**src/sv/assert_macros.svh**
```systemverilog
// Assertion macros used by fsva_back.
`ifndef ASSERT_MACROS_SVH
`define ASSERT_MACROS_SVH

`ifndef SYNTH
// Same-cycle implication, disabled while reset is held low.
`define FSVA_ASSERT_IMPL(lbl, clk, rst_n, ante, cons, msg) \
    lbl: assert property (@(posedge clk) disable iff (!rst_n) (ante) |-> (cons)) else $error(msg);
// Next-cycle implication, disabled while reset is held low.
`define FSVA_ASSERT_NEXT(lbl, clk, rst_n, ante, cons, msg) \
    lbl: assert property (@(posedge clk) disable iff (!rst_n) (ante) |=> (cons)) else $error(msg);
`else
`define FSVA_ASSERT_IMPL(lbl, clk, rst_n, ante, cons, msg)
`define FSVA_ASSERT_NEXT(lbl, clk, rst_n, ante, cons, msg)
`endif

`endif

```
**src/sv/fsva_pkg.sv**
```systemverilog
package fsva_pkg;

    localparam int VOICES          = 4;
    localparam int NOTES_PER_VOICE = 16;
    localparam int CODE_BITS       = 16;
    localparam int LEN_BITS        = 7;
    localparam int TICK_BITS       = 11;
    localparam int MEAS_BITS       = 16;
    localparam int VOICE_BITS      = 2;
    localparam int SLOT_BITS       = (NOTES_PER_VOICE > 1) ? $clog2(NOTES_PER_VOICE) : 1;
    localparam int CNT_BITS        = $clog2(NOTES_PER_VOICE + 1);
    localparam int HEAD_BITS       = $clog2(NOTES_PER_VOICE + 2);

    // Command queue between the front and the back.
    localparam int Q_DEPTH    = 4;
    localparam int Q_PTR_BITS = $clog2(Q_DEPTH);
    localparam int Q_CNT_BITS = $clog2(Q_DEPTH + 1);

    // Request kinds, as carried in the func field.
    localparam logic CMD_LOAD = 1'b0;
    localparam logic CMD_END  = 1'b1;

    localparam logic [MEAS_BITS-1:0] MEAS_MAX = {MEAS_BITS{1'b1}};

    typedef logic [CNT_BITS-1:0] t_cnt;

    typedef struct packed {
        logic                        kind;
        logic [VOICE_BITS-1:0]       voice;
        logic [SLOT_BITS-1:0]        slot;
        logic [CODE_BITS-1:0]        code;
        logic [LEN_BITS-1:0]         len;
        t_cnt [VOICES-1:0]           counts;
        logic [MEAS_BITS-1:0]        measure;
    } t_cmd;

    typedef struct packed {
        logic full;
        logic empty;
    } t_q_stat;

endpackage

```
**src/sv/fsva_front.sv**
```systemverilog
module fsva_front (
    input  logic             i_clk,
    input  logic             i_rst_n,
    input  logic             i_valid,
    output logic             o_ready,
    input  logic             i_func,
    input  logic [1:0]       i_voice,
    input  logic [15:0]      i_note_code,
    input  logic [6:0]       i_duration,
    input  fsva_pkg::t_q_stat i_q_stat,
    output logic             o_push,
    output fsva_pkg::t_cmd   o_cmd
);
    import fsva_pkg::*;

    t_cnt [VOICES-1:0]      r_cnt, n_cnt;
    logic [MEAS_BITS-1:0]   r_meas, n_meas;
    logic                   w_accept;

    // A request is taken whenever the command queue has room.
    assign o_ready  = !i_q_stat.full;
    assign w_accept = i_valid && !i_q_stat.full;

    // Classify the request: assign a slot to a note, drop it when its voice is full,
    // or stamp a measure end with the note counts and the measure number.
    always_comb begin
        n_cnt          = r_cnt;
        n_meas         = r_meas;
        o_push         = 1'b0;
        o_cmd.kind     = i_func;
        o_cmd.voice    = i_voice;
        o_cmd.slot     = r_cnt[i_voice][SLOT_BITS-1:0];
        o_cmd.code     = i_note_code;
        o_cmd.len      = i_duration;
        o_cmd.counts   = r_cnt;
        o_cmd.measure  = r_meas;
        if (w_accept) begin
            if (i_func == CMD_END) begin
                o_push = 1'b1;
                n_cnt  = '0;
                if (r_meas != MEAS_MAX) begin
                    n_meas = r_meas + MEAS_BITS'(1);
                end
            end else if (r_cnt[i_voice] < CNT_BITS'(NOTES_PER_VOICE)) begin
                o_push          = 1'b1;
                n_cnt[i_voice]  = r_cnt[i_voice] + CNT_BITS'(1);
            end
        end
    end

    // Note counts and the measure number.
    always_ff @(posedge i_clk) begin
        if (!i_rst_n) begin
            r_cnt  <= '0;
            r_meas <= MEAS_BITS'(1);
        end else begin
            r_cnt  <= n_cnt;
            r_meas <= n_meas;
        end
    end

endmodule

```
**src/sv/fsva_cmd_fifo.sv**
```systemverilog
module fsva_cmd_fifo (
    input  logic              i_clk,
    input  logic              i_rst_n,
    input  logic              i_push,
    input  fsva_pkg::t_cmd    i_cmd,
    input  logic              i_pop,
    output fsva_pkg::t_cmd    o_head,
    output fsva_pkg::t_q_stat o_stat
);
    import fsva_pkg::*;

    t_cmd                   r_mem [Q_DEPTH];
    logic [Q_PTR_BITS-1:0]  r_wr_ptr;
    logic [Q_PTR_BITS-1:0]  r_rd_ptr;
    logic [Q_CNT_BITS-1:0]  r_count;
    logic                   w_push;
    logic                   w_pop;

    assign o_stat.full  = (r_count == Q_CNT_BITS'(Q_DEPTH));
    assign o_stat.empty = (r_count == '0);
    assign o_head       = r_mem[r_rd_ptr];

    assign w_push = i_push && !o_stat.full;
    assign w_pop  = i_pop && !o_stat.empty;

    // Entry storage.
    always_ff @(posedge i_clk) begin
        if (w_push) begin
            r_mem[r_wr_ptr] <= i_cmd;
        end
    end

    // Pointers and fill level.
    always_ff @(posedge i_clk) begin
        if (!i_rst_n) begin
            r_wr_ptr <= '0;
            r_rd_ptr <= '0;
            r_count  <= '0;
        end else begin
            if (w_push) begin
                r_wr_ptr <= r_wr_ptr + Q_PTR_BITS'(1);
            end
            if (w_pop) begin
                r_rd_ptr <= r_rd_ptr + Q_PTR_BITS'(1);
            end
            if (w_push && !w_pop) begin
                r_count <= r_count + Q_CNT_BITS'(1);
            end else if (w_pop && !w_push) begin
                r_count <= r_count - Q_CNT_BITS'(1);
            end
        end
    end

endmodule

```
**src/sv/fsva_back.sv**
```systemverilog
`include "assert_macros.svh"

module fsva_back (
    input  logic              i_clk,
    input  logic              i_rst_n,
    input  fsva_pkg::t_q_stat i_q_stat,
    input  fsva_pkg::t_cmd    i_head,
    output logic              o_pop,
    output logic              o_valid,
    input  logic              i_ready,
    output logic [15:0]       o_measure_number,
    output logic [10:0]       o_segment_start,
    output logic [10:0]       o_segment_length,
    output logic [15:0]       o_soprano_code,
    output logic [15:0]       o_alto_code,
    output logic [15:0]       o_tenor_code,
    output logic [15:0]       o_bass_code,
    output logic              o_soprano_present,
    output logic              o_alto_present,
    output logic              o_tenor_present,
    output logic              o_bass_present,
    output logic              o_run_last
);
    import fsva_pkg::*;

    localparam logic S_IDLE  = 1'b0;
    localparam logic S_MERGE = 1'b1;

    // Note banks, one per voice.
    logic [CODE_BITS-1:0]   r_code_mem [VOICES][NOTES_PER_VOICE];
    logic [LEN_BITS-1:0]    r_len_mem  [VOICES][NOTES_PER_VOICE];
    logic [CODE_BITS-1:0]   r_rd_code  [VOICES];
    logic [LEN_BITS-1:0]    r_rd_len   [VOICES];

    logic                   r_state, n_state;
    t_cnt                   r_cnt [VOICES];
    t_cnt                   n_cnt [VOICES];
    logic [MEAS_BITS-1:0]   r_meas, n_meas;
    logic [HEAD_BITS-1:0]   r_h [VOICES];
    logic [HEAD_BITS-1:0]   n_h [VOICES];
    logic [TICK_BITS-1:0]   r_val [VOICES];
    logic [TICK_BITS-1:0]   n_val [VOICES];
    logic [CODE_BITS-1:0]   r_cur_code [VOICES];
    logic [CODE_BITS-1:0]   n_cur_code [VOICES];
    logic                   r_first, n_first;
    logic [TICK_BITS-1:0]   r_last, n_last;
    logic                   r_have_pend, n_have_pend;

    // Pending segment, held until the next boundary shows whether it is the last.
    logic [TICK_BITS-1:0]   r_p_start, n_p_start;
    logic [TICK_BITS-1:0]   r_p_len, n_p_len;
    logic [CODE_BITS-1:0]   r_p_code [VOICES];
    logic [CODE_BITS-1:0]   n_p_code [VOICES];
    logic [VOICES-1:0]      r_p_pres, n_p_pres;

    // Output register.
    logic                   r_o_valid;
    logic [MEAS_BITS-1:0]   r_o_meas;
    logic [TICK_BITS-1:0]   r_o_start;
    logic [TICK_BITS-1:0]   r_o_len;
    logic [CODE_BITS-1:0]   r_o_code [VOICES];
    logic [VOICES-1:0]      r_o_pres;
    logic                   r_o_last;

    logic [VOICES-1:0]      w_act;
    logic                   w_any_act;
    logic [TICK_BITS-1:0]   w_min;
    logic                   w_new_bnd;
    logic                   w_need_push;
    logic                   w_out_free;
    logic                   w_stall;
    logic                   w_push_out;
    logic                   w_wr_en;
    logic [VOICES-1:0]      w_pres;
    logic [CODE_BITS-1:0]   w_snap_code [VOICES];
    logic [SLOT_BITS-1:0]   w_rd_addr [VOICES];

    // Head status of each voice and the smallest head boundary.
    always_comb begin
        w_min = {TICK_BITS{1'b1}};
        for (int v = 0; v < VOICES; v++) begin
            w_act[v]       = (r_h[v] <= HEAD_BITS'(r_cnt[v]));
            w_pres[v]      = w_act[v] && (r_h[v] != '0);
            w_snap_code[v] = w_pres[v] ? r_cur_code[v] : '0;
            if (w_act[v] && (r_val[v] < w_min)) begin
                w_min = r_val[v];
            end
        end
    end

    assign w_any_act   = |w_act;
    assign w_new_bnd   = w_any_act && (r_first || (w_min != r_last));
    assign w_need_push = (r_state == S_MERGE) && r_have_pend && (w_new_bnd || !w_any_act);
    assign w_out_free  = !r_o_valid || i_ready;
    assign w_stall     = w_need_push && !w_out_free;
    assign w_push_out  = w_need_push && w_out_free;
    assign o_pop       = (r_state == S_IDLE) && !i_q_stat.empty;
    assign w_wr_en     = o_pop && (i_head.kind == CMD_LOAD);

    // Merge sequencer: heads at the minimum boundary advance; stalls hold them.
    always_comb begin
        n_state     = r_state;
        n_meas      = r_meas;
        n_first     = r_first;
        n_last      = r_last;
        n_have_pend = r_have_pend;
        n_p_start   = r_p_start;
        n_p_len     = r_p_len;
        n_p_pres    = r_p_pres;
        for (int v = 0; v < VOICES; v++) begin
            n_cnt[v]      = r_cnt[v];
            n_h[v]        = r_h[v];
            n_val[v]      = r_val[v];
            n_cur_code[v] = r_cur_code[v];
            n_p_code[v]   = r_p_code[v];
        end
        unique case (r_state)
            S_IDLE: begin
                if (o_pop && (i_head.kind == CMD_END)) begin
                    n_state     = S_MERGE;
                    n_meas      = i_head.measure;
                    n_first     = 1'b1;
                    n_have_pend = 1'b0;
                    for (int v = 0; v < VOICES; v++) begin
                        n_cnt[v] = i_head.counts[v];
                        n_h[v]   = '0;
                        n_val[v] = '0;
                    end
                end
            end
            S_MERGE: begin
                if (!w_stall) begin
                    if (!w_any_act) begin
                        n_have_pend = 1'b0;
                        n_state     = S_IDLE;
                    end else begin
                        if (w_new_bnd) begin
                            n_first = 1'b0;
                            n_last  = w_min;
                            if (!r_first) begin
                                n_have_pend = 1'b1;
                                n_p_start   = r_last;
                                n_p_len     = w_min - r_last;
                                n_p_pres    = w_pres;
                                for (int v = 0; v < VOICES; v++) begin
                                    n_p_code[v] = w_snap_code[v];
                                end
                            end
                        end
                        for (int v = 0; v < VOICES; v++) begin
                            if (w_act[v] && (r_val[v] == w_min)) begin
                                n_h[v]        = r_h[v] + HEAD_BITS'(1);
                                n_val[v]      = r_val[v] +
                                    {{(TICK_BITS-LEN_BITS){1'b0}}, r_rd_len[v]};
                                n_cur_code[v] = r_rd_code[v];
                            end
                        end
                    end
                end
            end
            default: begin
                n_state = S_IDLE;
            end
        endcase
        for (int v = 0; v < VOICES; v++) begin
            w_rd_addr[v] = n_h[v][SLOT_BITS-1:0];
        end
    end

    // Note banks: written on a load request, read at each voice's next head.
    always_ff @(posedge i_clk) begin
        for (int v = 0; v < VOICES; v++) begin
            if (w_wr_en && (i_head.voice == VOICE_BITS'(v))) begin
                r_code_mem[v][i_head.slot] <= i_head.code;
                r_len_mem[v][i_head.slot]  <= i_head.len;
            end
            r_rd_code[v] <= r_code_mem[v][w_rd_addr[v]];
            r_rd_len[v]  <= r_len_mem[v][w_rd_addr[v]];
        end
    end

    // Sequencer control state.
    always_ff @(posedge i_clk) begin
        if (!i_rst_n) begin
            r_state     <= S_IDLE;
            r_first     <= 1'b1;
            r_have_pend <= 1'b0;
        end else begin
            r_state     <= n_state;
            r_first     <= n_first;
            r_have_pend <= n_have_pend;
        end
    end

    // Sequencer datapath.
    always_ff @(posedge i_clk) begin
        r_meas    <= n_meas;
        r_last    <= n_last;
        r_p_start <= n_p_start;
        r_p_len   <= n_p_len;
        r_p_pres  <= n_p_pres;
        for (int v = 0; v < VOICES; v++) begin
            r_cnt[v]      <= n_cnt[v];
            r_h[v]        <= n_h[v];
            r_val[v]      <= n_val[v];
            r_cur_code[v] <= n_cur_code[v];
            r_p_code[v]   <= n_p_code[v];
        end
    end

    // Output register valid.
    always_ff @(posedge i_clk) begin
        if (!i_rst_n) begin
            r_o_valid <= 1'b0;
        end else if (w_push_out) begin
            r_o_valid <= 1'b1;
        end else if (i_ready) begin
            r_o_valid <= 1'b0;
        end
    end

    // Output register payload.
    always_ff @(posedge i_clk) begin
        if (w_push_out) begin
            r_o_meas  <= r_meas;
            r_o_start <= r_p_start;
            r_o_len   <= r_p_len;
            r_o_pres  <= r_p_pres;
            r_o_last  <= !w_any_act;
            for (int v = 0; v < VOICES; v++) begin
                r_o_code[v] <= r_p_code[v];
            end
        end
    end

    assign o_valid           = r_o_valid;
    assign o_measure_number  = r_o_meas;
    assign o_segment_start   = r_o_start;
    assign o_segment_length  = r_o_len;
    assign o_soprano_code    = r_o_code[0];
    assign o_alto_code       = r_o_code[1];
    assign o_tenor_code      = r_o_code[2];
    assign o_bass_code       = r_o_code[3];
    assign o_soprano_present = r_o_pres[0];
    assign o_alto_present    = r_o_pres[1];
    assign o_tenor_present   = r_o_pres[2];
    assign o_bass_present    = r_o_pres[3];
    assign o_run_last        = r_o_last;

    // Checks on the merge sequencer.
    `FSVA_ASSERT_IMPL(a_idle_no_pend, i_clk, i_rst_n, r_state == S_IDLE, !r_have_pend, "pending segment left in idle")
    `FSVA_ASSERT_IMPL(a_seg_len_nonzero, i_clk, i_rst_n, r_o_valid, r_o_len != '0, "zero length segment")
    `FSVA_ASSERT_IMPL(a_bnd_monotonic, i_clk, i_rst_n, (r_state == S_MERGE) && w_any_act && !r_first, w_min >= r_last, "boundary went backward")
    `FSVA_ASSERT_NEXT(a_last_to_idle, i_clk, i_rst_n, w_push_out && !w_any_act, (r_state == S_IDLE) && r_o_valid && r_o_last, "final segment did not end the measure")

endmodule

```
**src/sv/four_voice_segment_aligner_core.sv**
```systemverilog
// Flow: an accepted request is registered in the queue and popped by the back while it is idle; a
// note is then written to its bank, and a measure end starts a merge that steps through the note
// boundaries, segments leaving at most one per cycle and output stalls holding the merge.
// Throughput: note requests are taken one per cycle while the four-entry queue has room. Reset:
// synchronous, active low; clears queue, note counts, sequencer control state and output valid,
// sets the measure number to one, not the note banks.
module four_voice_segment_aligner_core (
    input  logic        i_clk,
    input  logic        i_rst_n,
    input  logic        i_valid,
    output logic        o_ready,
    input  logic        i_func,
    input  logic [1:0]  i_voice,
    input  logic [15:0] i_note_code,
    input  logic [6:0]  i_duration,
    output logic        o_valid,
    input  logic        i_ready,
    output logic [15:0] o_measure_number,
    output logic [10:0] o_segment_start,
    output logic [10:0] o_segment_length,
    output logic [15:0] o_soprano_code,
    output logic [15:0] o_alto_code,
    output logic [15:0] o_tenor_code,
    output logic [15:0] o_bass_code,
    output logic        o_soprano_present,
    output logic        o_alto_present,
    output logic        o_tenor_present,
    output logic        o_bass_present,
    output logic        o_run_last
);
    import fsva_pkg::*;

    t_q_stat w_q_stat;
    t_cmd    w_push_cmd;
    t_cmd    w_head;
    logic    w_push;
    logic    w_pop;

    // Request intake and classification.
    fsva_front u_front (
        .i_clk       (i_clk),
        .i_rst_n     (i_rst_n),
        .i_valid     (i_valid),
        .o_ready     (o_ready),
        .i_func      (i_func),
        .i_voice     (i_voice),
        .i_note_code (i_note_code),
        .i_duration  (i_duration),
        .i_q_stat    (w_q_stat),
        .o_push      (w_push),
        .o_cmd       (w_push_cmd)
    );

    // Command queue between intake and merge.
    fsva_cmd_fifo u_fifo (
        .i_clk   (i_clk),
        .i_rst_n (i_rst_n),
        .i_push  (w_push),
        .i_cmd   (w_push_cmd),
        .i_pop   (w_pop),
        .o_head  (w_head),
        .o_stat  (w_q_stat)
    );

    // Note storage, boundary merge and result output.
    fsva_back u_back (
        .i_clk             (i_clk),
        .i_rst_n           (i_rst_n),
        .i_q_stat          (w_q_stat),
        .i_head            (w_head),
        .o_pop             (w_pop),
        .o_valid           (o_valid),
        .i_ready           (i_ready),
        .o_measure_number  (o_measure_number),
        .o_segment_start   (o_segment_start),
        .o_segment_length  (o_segment_length),
        .o_soprano_code    (o_soprano_code),
        .o_alto_code       (o_alto_code),
        .o_tenor_code      (o_tenor_code),
        .o_bass_code       (o_bass_code),
        .o_soprano_present (o_soprano_present),
        .o_alto_present    (o_alto_present),
        .o_tenor_present   (o_tenor_present),
        .o_bass_present    (o_bass_present),
        .o_run_last        (o_run_last)
    );

endmodule
```
**config.mk**
```make
export PLATFORM = sky130hd
export DESIGN_NAME = four_voice_segment_aligner_core
export DESIGN_NICKNAME = d
export VERILOG_FILES = /design/src/sv/fsva_pkg.sv /design/src/sv/fsva_front.sv /design/src/sv/fsva_cmd_fifo.sv /design/src/sv/fsva_back.sv /design/src/sv/four_voice_segment_aligner_core.sv
export VERILOG_INCLUDE_DIRS = /design/src /design/src/sv
export SDC_FILE = /design/constraint.sdc
export NUM_CORES = 2
export LEC_CHECK = 0
export ABC_AREA = 1
export BUFFER_PORTS_ARGS = -buffer_cell sky130_fd_sc_hd__clkbuf_2
export CORE_MARGIN = 5
export CORE_UTILIZATION = 45
export CTS_CLUSTER_DIAMETER = 200
export DETAILED_ROUTE_END_ITERATION = 10
export GPL_ROUTABILITY_DRIVEN = 0
export PLACE_DENSITY = 0.66
export SYNTH_ARGS = -nofsm -noshare
export SYNTH_HDL_FRONTEND = slang
export SYNTH_SLANG_ARGS = --single-unit
export TNS_END_PERCENT = 10
```
**constraint.sdc**
```tcl
create_clock -name i_clk -period 16.64 [get_ports i_clk]
set_input_delay 1.664 -clock i_clk [delete_from_list [all_inputs] [get_ports i_clk]]
set_output_delay 1.664 -clock i_clk [all_outputs]
set_load 0.01 [all_outputs]
```
==> out/results.tsv <==
stage	metric	value	unit
synthesis	synth warn	0	
synthesis	post-synthesis cell count	7703	
drt	Top Layer Used	met5	
worst_setup_path	Critical Path AT	12410	ps
synthesis	count leader, synth	edfxtp_1	
cts	Hold-fix buffers, CTS	0	
power	Pwr Total	19.3	mW
timing	Slew headroom	0.166	
floorplan	die outline area	212000	um2
synthesis	ranking of synthesized cells by area	edfxtp_1 (69%), nand3_1 (9.1%), nand2_1 (7.6%)	
global_routing	vias in the first global route	58100	
cts	Root Driver	clkbuf_16	
worst_setup_path	Crit-path slowest cell	nor2_2	
finish	Layout area overhead	12.1	%
drt	Antenna Nets Post-Route	0	
floorplan	DIE HEIGHT	461	um
cts	post_cts resized	0	
worst_setup_path	Critical Path Most Common Cell	nand2_1	
synthesis	Post-Syn Nets	7839	
global_routing	total grt overflow	0	
cts	CTS sink count	2249	
timing	fmax	0.0861	GHz
synthesis	flops & latches, synth	2249	
power	Pwr Density	188	nW/um2
synthesis	FFs w/ async S/R, synth	0	
cts	CTS tree	done	
drt	met2 wire len	107000	um
finish	Core Util, Final	0.507	
global_routing	All-Layer GR Usage	0.219	
floorplan	I/O pins	139	
drt	post-DR wirelength/cell	22.2	um
synthesis	Yosys top cell by area	edfxtp_1	
timing	final hold vios	0	
hold_path	worst hold path class	register to register	
place	DP HPWL	130000	um
worst_setup_path	reg2reg start	u_back.r_h[0][4]$_DFFE_PP_	
timing	final setup skew	42.6	ps
cts	CTS Buf Count	219	
cts	H-tree Lvls	4	
timing	worst slew pin tran	1250	ps
worst_setup_path	CP Launch Point	u_back.r_h[0][4]$_DFFE_PP_	
finish	filler cell count	17200	
flow_run	number of max-cap violations	0	
floorplan	Initial Util	0.452	
drt	M1 WL	98700	um
synthesis	syn_area_per_cell	11.9	um2
worst_setup_path	critical path fanouts, max	54	
worst_setup_path	CP Capture Type	register	
place	# port buffers	138	
floorplan	core box area	202000	um2
worst_setup_path	CP max stage delay	970	ps
drt	Iter 0 DRT Violations	7219	
floorplan	chip width	461	um
timing	final worst path period need	11620	ps
synthesis	Commonest cells post-synth	edfxtp_1 (2092), nand2_1 (1860), nand3_1 (1664), nor2_1 (392), inv_1 (376)	
timing	final setup TNS	0	ps
floorplan	site row count	165	
worst_setup_path	Crit Path Class	register to register	
cts	worst-case clock buffer depth	3	
global_routing	largest net degree at the start of global routing	101	
finish	share of cells above drive strength 1	0.0983	
worst_setup_path	Worst Path Required	17430	ps
timing	max-slew violations	0	
drt	met3 wire length	23100	um
drt	DRC Markers	0	
global_routing	initial antenna violation count	18	
finish	nets	7921	
worst_setup_path	startpoint class of the critical path	register	
synthesis	post-synthesis sequential area ratio	0.721	
synthesis	Netlist cell types	55	
synthesis	EDFF count, synth	2092	
synthesis	post-synth top area share	0.687	
cts	number of setup buffers added after CTS	0	
global_routing	first-pass GRT wire length	356000	um
hold_path	Hold Crit Start	u_back.r_rd_code[0][2]$_DFF_P_	
power	P_leak	37.3	nW
synthesis	top_reg_cell synth	edfxtp_1	
synthesis	area of the mapped netlist	91500	um2
cts	Worst-Skew Late Latency	870	ps
cts	CTS clk-pin slew, worst paths	60	ps
drt	vias after detailed routing	60100	
drt	Routed WL	237000	um
power	VDD IR max	0.242	mV
drt	drt first pass iters	8	
timing	RSZ-0062 raised after global routing	false	
timing	Final Cycle Share	0.698	
drt	Vias/cell	5.64	
status	status	finished clean	
timing	Finish-stage setup viols	0	
## area by class of cell
| type | instances | area [um2] | area share |
|---|---|---|---|
| tap | 2672 | 3340 | 0.0326 |
| sequential | 2249 | 66000 | 0.643 |
| antenna | 11 | 27.5 | 0.000268 |
| inverter | 392 | 1470 | 0.0144 |
| clock inverter | 105 | 1150 | 0.0113 |
| timing repair buffer | 277 | 1730 | 0.0169 |
| clock buffer | 307 | 6050 | 0.0590 |
| multi-input combinational | 4646 | 22800 | 0.222 |
## worst paths after layout
kind,to,slack [ps],cells after the start
worst max-delay path,u_back.r_rd_len[2][2]$_DFF_P_,5020,51
worst min-delay path,u_back.r_cur_code[0][2]$_DFFE_PP_,400,0
worst max register to register,u_back.r_rd_len[2][2]$_DFF_P_,5020,51
worst min register to register,u_back.r_cur_code[0][2]$_DFFE_PP_,400,0
## cell families after synthesis
group                    after synthesis  share of synthesized area
AND/OR/NAND/NOR                     4086                      0.197
adder cells (fa/ha/maj)              106                     0.0150
flip-flops                          2249                      0.721
XOR/XNOR                              16                    0.00153
buffers and inverters                808                     0.0386
AO/OA/AOI/OAI                        438                     0.0272
## layer usage
metal  up-vias  GRT usage
met2      2917      0.338
li1      27400          -
met5         -          0
met4        14     0.0760
met3       417     0.0428
met1     29400      0.311
## through the flow
step | hold slack, ps | std cells | cell area (um2) | setup slack, ps
final | 402 | 10700 | 103000 | 5020
after global routing | 408 | 10700 | 103000 | 4060
after CTS | 403 | 10600 | 103000 | 5230
after detailed placement | 389 | 10200 | 95300 | 5260
after global placement | 387 | 10200 | 95300 | 5650
after floorplan | 386 | 7703 | 91500 | 5110
## layout by cell type, fill, tap and decap left out, types with 22 or more instances in the layout
cell type  netlist  final
edfxtp_1      2092   2092
nand2_1       1860   1853
nand3_1       1664   1660
inv_1          376    375
nor2_1         392    321
clkbuf_16        0    220
o21ai_0        185    185
dfxtp_1        157    155
buf_4           57    139
clkbuf_2         0    138
a21oi_1        116    112
ha_1           100    100
nand3b_1        70     70
clkbuf_1       161     65
nor2_2           8     52
o22ai_1         60     37
clkinv_2         0     35
nor2_4           2     29
clkinv_1         2     28
nor3_1          26     26
o22ai_4          0     23
clkbuf_8         0     22
## critical path: cells and delay by family, from the launching register on
family          cells  cell delay [ps]
compound gates      6             1110
simple gates       35             6930
flops               1              440
fa+ha+maj           5             1570
buf+inv             5             1400
## power breakdown
group,switching [mW],internal (mW)
logic,4.83,1.53
clock network,2.14,2.78
registers,0.308,7.71
## state kept, by name (all words and copies together), names as in the netlist, 16 cells and up, named ones only
name	flops
u_back.o_measure_number	16
u_back.r_cnt	20
u_back.r_code_mem	1024
u_back.r_cur_code	64
u_back.r_h	20
u_back.r_len_mem	448
u_back.r_meas	16
u_back.r_o_code	64
u_back.r_p_code	64
u_back.r_rd_code	64
u_back.r_rd_len	28
u_back.r_val	44
u_fifo.r_mem	264
u_front.o_cmd	20
u_front.r_meas	16
(Power assumes the default switching activity.)
